## config.mk

```make
export PLATFORM = sky130hd
export DESIGN_NAME = primitive_root_tester_unit
export DESIGN_NICKNAME = d
export VERILOG_FILES = /design/src/sv/prt_pkg.sv /design/src/sv/primitive_root_tester_unit.sv /design/src/sv/prt_modmul.sv
export VERILOG_INCLUDE_DIRS = /design/src /design/src/sv
export SDC_FILE = /design/constraint.sdc
export NUM_CORES = 2
export LEC_CHECK = 0
export BUFFER_PORTS_ARGS = -buffer_cell sky130_fd_sc_hd__buf_4
export CORE_UTILIZATION = 50
export DETAILED_ROUTE_END_ITERATION = 10
export PLACE_DENSITY = 0.65
export SYNTH_ARGS = -nofsm -noshare
export SYNTH_HDL_FRONTEND = slang
export SYNTH_SLANG_ARGS = --single-unit
```

## constraint.sdc

```tcl
create_clock -name clk -period 52 [get_ports clk]
set_input_delay 5.2 -clock clk [delete_from_list [all_inputs] [get_ports clk]]
set_output_delay 5.2 -clock clk [all_outputs]
set_load 0.01 [all_outputs]
```

## src/sv/assert_macros.svh

```systemverilog
// ---------------------------------------------------------------------------
// assert_macros.svh
// Shared concurrent assertion macros, clocked on clk with rst as disable.
// ---------------------------------------------------------------------------
`ifndef ASSERT_MACROS_SVH
`define ASSERT_MACROS_SVH

// Property must hold at every clock edge outside reset
`define PRT_ASSERT(lbl, prop, msg) \
  lbl: assert property (@(posedge clk) disable iff (rst) prop) else $error(msg);

// Expression must never be true outside reset
`define PRT_NEVER(lbl, expr, msg) \
  lbl: assert property (@(posedge clk) disable iff (rst) !(expr)) else $error(msg);

`endif

```

## src/sv/prt_pkg.sv

```systemverilog
// ---------------------------------------------------------------------------
// prt_pkg
// Types and constants shared by the primitive root tester modules.
// ---------------------------------------------------------------------------
package prt_pkg;

  // Residue, base and modulus width
  localparam int DATA_W      = 10;
  // Depth of the seen-residue bitmap
  localparam int MAX_MODULUS = 1024;
  localparam int SEEN_AW     = $clog2(MAX_MODULUS);
  // Bit index into the multiplier operand
  localparam int BIT_IDX_W   = $clog2(DATA_W);

  // Stream payload widths (rounded up to whole bytes)
  localparam int IN_TDATA_W  = 16;
  localparam int OUT_TDATA_W = 16;

  localparam logic [DATA_W-1:0] MODULUS_RESET = DATA_W'(2);

  // Request into the shared modular multiplier
  typedef struct packed {
    logic              start;
    logic [DATA_W-1:0] a;   // multiplicand, below m
    logic [DATA_W-1:0] b;   // multiplier, any value
    logic [DATA_W-1:0] m;   // modulus
  } mul_req_t;

  // Status back from the multiplier
  typedef struct packed {
    logic              busy;
    logic              done;
    logic [DATA_W-1:0] result;
  } mul_rsp_t;

  // Test sequencer states
  typedef enum logic [2:0] {
    ST_IDLE,
    ST_CLEAR,
    ST_MUL_START,
    ST_MUL_WAIT,
    ST_LOOKUP,
    ST_CHECK,
    ST_DONE
  } state_t;

  // True when a residue has a slot in the seen bitmap
  function automatic logic in_map(input logic [DATA_W-1:0] r);
    return 32'(r) < 32'(MAX_MODULUS);
  endfunction

endpackage

```

## src/sv/primitive_root_tester_unit.sv

```systemverilog
// ---------------------------------------------------------------------------
// primitive_root_tester_unit
// Tests a base as a primitive root of the configured modulus by walking
// base^i mod m and stopping on residue 1, on a repeated residue or after m-2 steps.
// ---------------------------------------------------------------------------
//  channel   | dir | signals                      | content
//  ----------+-----+------------------------------+---------------------------
//  s_axis    | in  | s_tvalid s_tready s_tdata    | base
//  m_axis    | out | m_tvalid m_tready m_tdata    | is_primitive, steps_passed
//  cfg       | in  | cfg_wr_en cfg_wr_data        | modulus
//
// Modulus m of 3 or more: accept, bitmap clear, then per power step start,
//   the 10 multiply bits, done, lookup and check, then the result load; at
//   most m-2 power steps, the step time being set by the bit-serial modular
//   multiplier.
// Modulus below 3: accept, then the result load; no bitmap clear, no power steps.
// Bitmap entries 0 to m-1 are cleared at the start of every test with m of 3 or more.
// s_tready is high only while idle; a finished result waits in the output
// register, and the next test starts while it is still pending.
// rst is synchronous, active high.
// ---------------------------------------------------------------------------
`include "assert_macros.svh"

module primitive_root_tester_unit (
  input  logic                             clk,
  input  logic                             rst,
  // stream in: [9:0] base
  input  logic                             s_tvalid,
  output logic                             s_tready,
  input  logic [prt_pkg::IN_TDATA_W-1:0]   s_tdata,
  // stream out: [0] is_primitive, [10:1] steps_passed
  output logic                             m_tvalid,
  input  logic                             m_tready,
  output logic [prt_pkg::OUT_TDATA_W-1:0]  m_tdata,
  // modulus register write
  input  logic                             cfg_wr_en,
  input  logic [prt_pkg::DATA_W-1:0]       cfg_wr_data
);

  localparam int DW = prt_pkg::DATA_W;
  localparam int AW = prt_pkg::SEEN_AW;

  prt_pkg::state_t   state;
  prt_pkg::state_t   state_next;
  prt_pkg::mul_req_t mul_req;
  prt_pkg::mul_rsp_t mul_rsp;

  logic [DW-1:0] modulus;
  logic [DW-1:0] m_reg;
  logic [DW-1:0] base_reg;
  logic [DW-1:0] power;
  logic [DW-1:0] count;
  logic [DW-1:0] clr_cnt;
  logic [DW-1:0] limit;

  logic          accept;
  logic          out_free;
  logic          out_load;
  logic          hit;
  logic          stop;
  logic          prim;
  logic          in_check;
  logic          entry_state;

  // Seen bitmap
  logic          seen_mem [prt_pkg::MAX_MODULUS];
  logic          seen_we;
  logic [AW-1:0] seen_waddr;
  logic          seen_wdata;
  logic          seen_rd;

  assign limit    = m_reg - DW'(2);
  assign accept   = s_tvalid && s_tready;
  assign out_free = !m_tvalid || m_tready;
  assign hit      = prt_pkg::in_map(power) && seen_rd;
  assign stop     = (power == DW'(1)) || hit || ((count + 1'b1) == limit);
  assign prim     = (m_reg < DW'(3)) || (count >= limit);

  // State decodes for the checks
  assign in_check    = (state == prt_pkg::ST_CHECK);
  assign entry_state = (state == prt_pkg::ST_CLEAR) || (state == prt_pkg::ST_DONE);

  // Modulus register
  always_ff @(posedge clk) begin
    if (rst) begin
      modulus <= prt_pkg::MODULUS_RESET;
    end else if (cfg_wr_en) begin
      modulus <= cfg_wr_data;
    end
  end

  // Next state
  always_comb begin
    state_next = state;
    case (state)
      prt_pkg::ST_IDLE: begin
        if (s_tvalid) begin
          state_next = (modulus < DW'(3)) ? prt_pkg::ST_DONE : prt_pkg::ST_CLEAR;
        end
      end
      prt_pkg::ST_CLEAR: begin
        if (clr_cnt == m_reg - 1'b1) state_next = prt_pkg::ST_MUL_START;
      end
      prt_pkg::ST_MUL_START: state_next = prt_pkg::ST_MUL_WAIT;
      prt_pkg::ST_MUL_WAIT: begin
        if (mul_rsp.done) state_next = prt_pkg::ST_LOOKUP;
      end
      prt_pkg::ST_LOOKUP: state_next = prt_pkg::ST_CHECK;
      prt_pkg::ST_CHECK: begin
        state_next = stop ? prt_pkg::ST_DONE : prt_pkg::ST_MUL_START;
      end
      prt_pkg::ST_DONE: begin
        if (out_free) state_next = prt_pkg::ST_IDLE;
      end
      default: state_next = prt_pkg::ST_IDLE;
    endcase
  end

  // Sequencer outputs
  always_comb begin
    s_tready      = 1'b0;
    mul_req.start = 1'b0;
    mul_req.a     = power;
    mul_req.b     = base_reg;
    mul_req.m     = m_reg;
    seen_we       = 1'b0;
    seen_waddr    = AW'(power);
    seen_wdata    = 1'b1;
    out_load      = 1'b0;
    case (state)
      prt_pkg::ST_IDLE:      s_tready = 1'b1;
      prt_pkg::ST_CLEAR: begin
        seen_we    = prt_pkg::in_map(clr_cnt);
        seen_waddr = AW'(clr_cnt);
        seen_wdata = 1'b0;
      end
      prt_pkg::ST_MUL_START: mul_req.start = 1'b1;
      prt_pkg::ST_CHECK: begin
        seen_we = !stop && prt_pkg::in_map(power);
      end
      prt_pkg::ST_DONE:      out_load = out_free;
      default: ;
    endcase
  end

  prt_modmul u_modmul (
    .clk (clk),
    .rst (rst),
    .req (mul_req),
    .rsp (mul_rsp)
  );

  // State register
  always_ff @(posedge clk) begin
    if (rst) begin
      state <= prt_pkg::ST_IDLE;
    end else begin
      state <= state_next;
    end
  end

  // Test datapath
  always_ff @(posedge clk) begin
    if (accept) begin
      base_reg <= s_tdata[DW-1:0];
      m_reg    <= modulus;
      count    <= '0;
      clr_cnt  <= '0;
      power    <= DW'(1);
    end else begin
      if (state == prt_pkg::ST_CLEAR) clr_cnt <= clr_cnt + 1'b1;
      if (state == prt_pkg::ST_MUL_WAIT && mul_rsp.done) power <= mul_rsp.result;
      if (state == prt_pkg::ST_CHECK && !(power == DW'(1)) && !hit) count <= count + 1'b1;
    end
  end

  // Bitmap write and registered read
  always_ff @(posedge clk) begin
    if (seen_we) seen_mem[seen_waddr] <= seen_wdata;
    seen_rd <= seen_mem[AW'(power)];
  end

  // Output register
  always_ff @(posedge clk) begin
    if (rst) begin
      m_tvalid <= 1'b0;
    end else begin
      m_tvalid <= out_load || (m_tvalid && !m_tready);
    end
  end

  always_ff @(posedge clk) begin
    if (out_load) begin
      m_tdata <= {{(prt_pkg::OUT_TDATA_W - DW - 1){1'b0}}, count, prim};
    end
  end

  // Checks
  `PRT_ASSERT(a_power_reduced, in_check |-> (power < m_reg), "power not below modulus")
  `PRT_ASSERT(a_count_in_limit, in_check |-> (count < limit), "step count past limit")
  `PRT_ASSERT(a_accept_path, accept |=> entry_state, "bad state after transfer")

endmodule

```

## src/sv/prt_modmul.sv

```systemverilog
// ---------------------------------------------------------------------------
// prt_modmul
// Iterative modular multiplier: a * b mod m, one bit of b per cycle,
// MSB first, with double-and-add and a compare-subtract after the double and after the add.
// ---------------------------------------------------------------------------
`include "assert_macros.svh"

module prt_modmul (
  input  logic              clk,
  input  logic              rst,
  input  prt_pkg::mul_req_t req,
  output prt_pkg::mul_rsp_t rsp
);

  localparam int DW = prt_pkg::DATA_W;
  localparam int IW = prt_pkg::BIT_IDX_W;

  logic [DW-1:0] acc;
  logic [DW-1:0] acc_next;
  logic [IW-1:0] idx;
  logic          busy;
  logic          done;

  logic [DW:0] dbl;
  logic [DW:0] dbl_red;
  logic [DW:0] sum;
  logic [DW:0] sum_red;
  logic [DW:0] mod_ext;

  // One double-and-add step, each half reduced by a single subtract
  always_comb begin
    mod_ext = {1'b0, req.m};
    dbl     = {acc, 1'b0};
    dbl_red = (dbl >= mod_ext) ? (dbl - mod_ext) : dbl;
    sum     = dbl_red + (req.b[idx] ? {1'b0, req.a} : '0);
    sum_red = (sum >= mod_ext) ? (sum - mod_ext) : sum;
    acc_next = sum_red[DW-1:0];
  end

  // Bit counter and control
  always_ff @(posedge clk) begin
    if (rst) begin
      busy <= 1'b0;
      done <= 1'b0;
      idx  <= '0;
    end else begin
      done <= 1'b0;
      if (req.start) begin
        busy <= 1'b1;
        idx  <= IW'(DW - 1);
      end else if (busy) begin
        idx <= idx - 1'b1;
        if (idx == '0) begin
          busy <= 1'b0;
          done <= 1'b1;
        end
      end
    end
  end

  // Accumulator
  always_ff @(posedge clk) begin
    if (req.start) begin
      acc <= '0;
    end else if (busy) begin
      acc <= acc_next;
    end
  end

  assign rsp = '{busy: busy, done: done, result: acc};

  // Checks
  `PRT_ASSERT(a_acc_reduced, busy |-> (acc < req.m), "accumulator not reduced below modulus")
  `PRT_NEVER(a_start_busy, req.start && busy, "multiply started while busy")
  `PRT_ASSERT(a_last_bit_done, (busy && idx == '0) |=> (done && !busy), "multiply not done")

endmodule

```

Yosys cells after proc, flatten, opt, wreduce, memory -nomap -nowiden
Memories as Yosys holds them, arrays and structs flattened. A register that Yosys moved wholly into a read port is not among the register bits. Cells that the tools add are included.

Register bits after elaboration: 91. Bits in latches: 0. Memory bits (writable): 1024. ROM bits: 0. Input port bits: 31. Output and inout port bits: 18. Memories: 1.

Add/subtract/negate cells: 8. Multiply operators: 0. Div/mod/pow operators: 0. $lt $le $gt $ge: 6. Equality and inequality tests: 13. Shift-type cells: 0. Multiplexer cells: 26. Bitwise logic cells: 1. Reduce and logical (&&, ||, !) cells: 21.

Memories: seen_mem (words 1024, bits a word 1, read ports 1, clocked after memory_dff 1, wr ports 1, line primitive_root_tester_unit.sv:66) `logic seen_mem [prt_pkg::MAX_MODULUS];`.

Operators by type and width (number): 2-to-1 mux 10 bit (3); greater-or-equal comparator 11 x 10 -> 1 bit (2); case mux 3 bit (7 select lines) (1); adder 10 x 1 -> 10 bit (second input constant) (2); == test 10 bit (2); less-than comparator 10 x 2 -> 1 bit (second input constant) (2); 2-to-1 mux 3 bit (6); adder 11 x 10 -> 11 bit (1); 2-to-1 mux 1 bit (11); 2-to-1 mux 11 bit (1); subtractor 11 x 10 -> 11 bit (1); == test 10 x 1 -> 1 bit (second input constant) (1); greater-or-equal comparator 10 bit (1); subtractor 10 x 1 -> 10 bit (second input constant) (1); subtractor 10 bit (1); subtractor 10 x 2 -> 10 bit (second input constant) (1); == test 3 bit (second input constant) (3); 2-to-1 mux 4 bit (2); == test 3 x 2 -> 1 bit (second input constant) (2); logical AND 1 bit (5); zero test 1 bit (5); logical OR 1 bit (5); less-than comparator 4 x 5 -> 1 bit (second input constant) (1); binary-select mux 1 bit (select 4 bit) (1); other kinds (12) (14).

Depth between registers and ports, before layout
Depth after elaboration: 7. Depth in mapped cells: 30. Mapped depth without buffers: 28.

Modules after synthesis
From an unflattened synthesis, not the netlist that was laid out.

Cells, all modules: 3845. Area, all modules: 52043.7 um2.

By module, submodules not included: primitive_root_tester_unit (instances 1, cells each 3554, area an instance 49742.7 um2, seq. area each 32581.2 um2); prt_modmul (instances 1, cells each 291, area an instance 2301.0 um2, seq. area each 320.3 um2).

Worst setup path after synthesis
OpenSTA, ideal clock, no wires.

Path type: reg-to-reg. Start: register state[1]. End: memory seen_mem[1023], enable pin. Library setup time: 0.253 ns. Arrival time: 20.356 ns. Data required time: 51.747 ns. Path slack: 31.391 ns. Cell stages (with the launch flop): 9. Path buffers: 2. Cells stage by stage: dfxtp_1 -> nand2b_1 -> nor2_2 -> inv_2 -> clkbuf_1 -> o21ai_1 -> nand3_1 -> buf_2 -> nor2_1.

Cells in the longest elaborated chain, start to end: 4. Elaborated cells between the ends (all ways): 6. Those cells by class: eq/ne (2); mux (4).

Ends and longest elaborated chain: from (decl) (line primitive_root_tester_unit.sv:43) `prt_pkg::state_t state;`; from (signal assigned) (line primitive_root_tester_unit.sv:156) `state <= prt_pkg::ST_IDLE;`; from (signal assigned) (line primitive_root_tester_unit.sv:158) `state <= state_next;`; == test 3 bit or == test 3 x 1 -> 1 bit (tied branches) (line primitive_root_tester_unit.sv:130) `case (state)`; case mux 1 bit (2 select lines) (line primitive_root_tester_unit.sv:130); 2-to-1 mux 1 bit (line primitive_root_tester_unit.sv:179) `if (seen_we) seen_mem[seen_waddr] <= seen_wdata;`; 2-to-1 mux 1 bit (not written as such) (line primitive_root_tester_unit.sv:179); to (decl) (line primitive_root_tester_unit.sv:66).

Parallel ways exist; a longest one is shown, timed or not.

Final worst setup path
Start: register m_reg[1]. End: register u_modmul.acc[0].

Cells in the longest elaborated chain, start to end: 5. Elaborated cells between the ends (all ways): 7. Those cells by class: add/sub (3); order compare (2); mux (2).

Ends and longest elaborated chain: from (decl) (line primitive_root_tester_unit.sv:49) `logic [DW-1:0] m_reg;`; from (signal assigned) (line primitive_root_tester_unit.sv:166) `m_reg <= modulus;`; subtractor 11 x 10 -> 11 bit or greater-or-equal comparator 11 x 10 -> 1 bit (tied branches) (line prt_modmul.sv:34) `dbl_red = (dbl >= mod_ext) ? (dbl - mod_ext) : dbl;`; 2-to-1 mux 11 bit (line prt_modmul.sv:34); adder 11 x 10 -> 11 bit (line prt_modmul.sv:35) `sum = dbl_red + (req.b[idx] ? {1'b0, req.a} : '0);`; greater-or-equal comparator 11 x 10 -> 1 bit or subtractor 10 bit (tied branches) (line prt_modmul.sv:36) `sum_red = (sum >= mod_ext) ? (sum - mod_ext) : sum;`; 2-to-1 mux 10 bit * (line prt_modmul.sv:36); to (signal assigned) (line prt_modmul.sv:66) `acc <= acc_next;`; to (decl) (line prt_modmul.sv:18) `logic [DW-1:0] acc;`.

Mark *: on every way between the ends. The rest lies on a longest branch, timed or not. A chain may end at the register's enable or synchronous reset.

==> key figures <==
Run status
  • Outcome: finished clean

Floorplanning
  • Die Area: 103000 um2
  • Row Count: 116
  • DIE HEIGHT: 321 um
  • # IOs: 49
  • Core area: 101000 um2
  • Initial Util: 50.7%
  • Die width: 321 um

Synth
  • Compound-Gate Fraction of Synth Area: 3.62%
  • Sequential area share after synthesis: 64.5%
  • FFs w/ async S/R, synth: 0%
  • Most used DFF post-synth: edfxtp_1
  • Syn Inst Count: 3772
  • Synth Area in Adders: 1.27%
  • FF+latch count, synth: 1116
  • Post-synth EDFFs: 1055
  • Simple-gate share of the synthesized area: 12.0%
  • Syn_area_per_cell: 13.5 um2
  • Synth cell types: 84
  • Largest family of logic cells by synthesized area: multiplexers
  • XOR/XNOR Fraction of Synth Area: 1.37%
  • Multiplexer share of the synthesized area: 13.4%
  • Ys Warns: 0
  • Mapped cell area: 51000 um2

Timing
  • Clock skew: 0.0748 ns
  • Max Fclk: 143 MHz
  • Max-slew violation count: 0
  • Slew HR: 19.0%
  • RSZ-0062 raised after global routing: no
  • Worst-Margin Slew: 1.21 ns
  • Fin crit period: 6.99 ns
  • Final setup vio count: 0
  • Setup TNS: 0 ns
  • Final Hold Fails: 0
  • Tcrit/Tclk final: 13.4%

Power
  • Clk pwr share: 35.4%
  • Peak VDD IR: 60.1 uV
  • Int Power: 1.69 mW
  • PwrDens: 41.7 nW/um2
  • Reg power frac: 48.0%
  • Switching Fraction: 27.0%
  • Comb power frac: 16.6%
  • Leakage: 17.2 nW
  • Switching pwr: 0.628 mW

Layout
  • # diodes: 0
  • Register area: 32900 um2
  • Biggest regs: seen_mem (1024), m_tdata (11)
  • Largest register FFs: 1024
  • Post-Layout Inst Area: 55700 um2
  • Number of fillers in the final layout: 8176
  • Final nets: 3744
  • Layout cells sized above 1: 15.2%
  • P&R area growth vs syn: 9.19%
  • Multi-input combinational cell area: 16400 um2
  • Fin cells: 5116
  • Top reg by flops: seen_mem

Clock network
  • Post-CTS Resized: 0
  • CTS Buf Count: 113
  • CTS sink cnt: 1116
  • Clock Latency Late Sink: 0.73 ns
  • H-tree depth: 3
  • CTS max path bufs: 3
  • Setup bufs post-CTS: 0
  • TritonCTS clock tree: yes
  • Clk root buf: clkbuf_16
  • Post-CTS Hold Buffers: 0
  • Clock slew seen by the registers of the worst setup and hold paths: 0.06 ns

Critical path
  • Worst Setup Start Kind: flip-flop
  • Slowest cell on crit path: edfxtp_1
  • Worst Path Arrival: 7.54 ns
  • Crit. End Element: flip-flop
  • Largest fanout on the critical path: 12
  • Buf/Inv on CP: 2
  • Crit path required time: 52.55 ns
  • Slowest Stage Delay on Critical Path: 0.62 ns
  • Crit path max-delay family: compound AO/OA/AOI/OAI gates
  • Crit path kind: flip-flop to flip-flop

Run
  • Max-Cap Viols: 0

GRT
  • Antenna violations before repair: 0
  • First-pass GRT wire length: 194000 um
  • Gr usage total: 25.6%
  • Number of global-route vias before repair: 29600
  • Total congestion overflow: 0
  • Largest net degree at the start of global routing: 265

Drt
  • DRC violations left: 0
  • Drt wl/cell: 25.7 um
  • Vias/cell: 6.07
  • Drt first pass iters: 6
  • Drt initial violations: 3854
  • Total wire length: 131000 um
  • Post-route ant nets: 0
  • DR vias: 31100

Placement
  • HPWL Detailed: 66300 um
  • Placed Area: 52000 um2
  • Placed Cells: 4905
  • Final GP Congestion: 0.824
  • PortBufs: 37

Min path
  • Hold WC Path Type: flip-flop to flip-flop
[through the flow]
| step | setup WS (ns) | total power, mW | utilization (%) | hold WS [ns] |
|---|---|---|---|---|
| global route | 44.57 | 2.40 | 55.4 | 0.480 |
| global placement | 45.16 | 1.51 | 51.7 | 0.456 |
| floorplan | 31.39 | 1.54 | - | 0.422 |
| detailed placement | 45.21 | 1.51 | 51.7 | 0.447 |
| finish | 45.01 | 2.32 | 55.4 | 0.465 |
| CTS | 45.12 | 2.33 | 55.4 | 0.468 |
[power by group through the flow]
stage               Combinational [mW]  Sequential, mW  Clock, mW
finish                           0.385            1.12      0.822
global route                     0.423            1.12      0.865
CTS                              0.383            1.11      0.832
detailed placement               0.381            1.13          0
global placement                 0.377            1.13          0
floorplan                        0.280            1.26          0
[worst min-delay path: stages (launching register included)]
cell,delay (ns)
dfxtp_1,0.35
nand2_1,0.08
a21oi_1,0.05
[per-layer routing]
metal / wire length, um / part of all wire, % / global-route usage [%] / vias up
li1: - / - / - / 13500
met1: 53200 / 40 / 35.0 / 16000
met2: 62800 / 48 / 41.6 / 1309
met3: 10800 / 8.2 / 4.27 / 265
met4: 4600 / 3.5 / 8.71 / 0
met5: 0 / 0 / 0 / -
[synthesized netlist by cell type, drive strengths merged (10+ instances only)]
cell / count / area, um2
nand3: 63 / 315
mux2i: 139 / 1390
a21oi: 65 / 329
mux4: 234 / 5300
xor2: 26 / 228
edfxtp: 1055 / 31700
buf: 198 / 1310
o22ai: 13 / 81.3
and2: 15 / 93.8
xnor2: 53 / 472
inv: 33 / 124
clkbuf: 135 / 507
mux2: 14 / 158
a211oi: 18 / 135
a31oi: 18 / 113
nor2: 1132 / 4260
nor2b: 22 / 138
nor3: 23 / 120
dfxtp: 61 / 1220
a21o: 13 / 97.6
nand4: 12 / 75.1
ha: 47 / 588
o21ai: 46 / 230
nand3b: 14 / 105
a22oi: 14 / 105
a221oi: 15 / 131
nand2: 157 / 589
nand2b: 24 / 150
a2111oi: 10 / 96.3
or3: 10 / 62.6
[worst paths after layout]
path / from / to / slack, ns / cells after the start
setup / recovery: m_reg[1] / u_modmul.acc[0] / 45.01 / 27
hold / removal: u_modmul.acc[2] / power[2] / 0.46 / 2
setup reg to reg: m_reg[1] / u_modmul.acc[0] / 45.01 / 27
hold reg to reg: u_modmul.acc[2] / power[2] / 0.46 / 2
[cells by family after synthesis]
| group | after synthesis |
|---|---|
| other | 1 |
| XOR/XNOR | 79 |
| AO/OA/AOI/OAI | 270 |
| flip-flops | 1116 |
| AND/OR/NAND/NOR | 1503 |
| adder cells (fa/ha/maj) | 50 |
| multiplexers | 387 |
| buffers and inverters | 366 |
[layout make-up]
type / instances / share of cell area [%]
clock buffers: 146 / 5.53
clock inverters: 65 / 1.21
inverters: 33 / 0.236
repair buffers: 105 / 1.50
well taps: 1357 / 3.05
flip-flops and latches: 1116 / 59.1
multi-input cells: 2294 / 29.4
[layout by cell type, fill, tap and decap left out, drive strengths merged, types with 48 or more instances in the layout]
master	netlist	final
dfxtp	61	61
buf	198	105
clkbuf	135	146
xnor2	53	53
nand3	63	63
clkinv	0	48
mux2i	139	139
a21oi	65	65
edfxtp	1055	1055
nor2	1132	1132
nand2	157	157
mux4	234	234
Note: power is estimated with default switching activity, not from simulation.
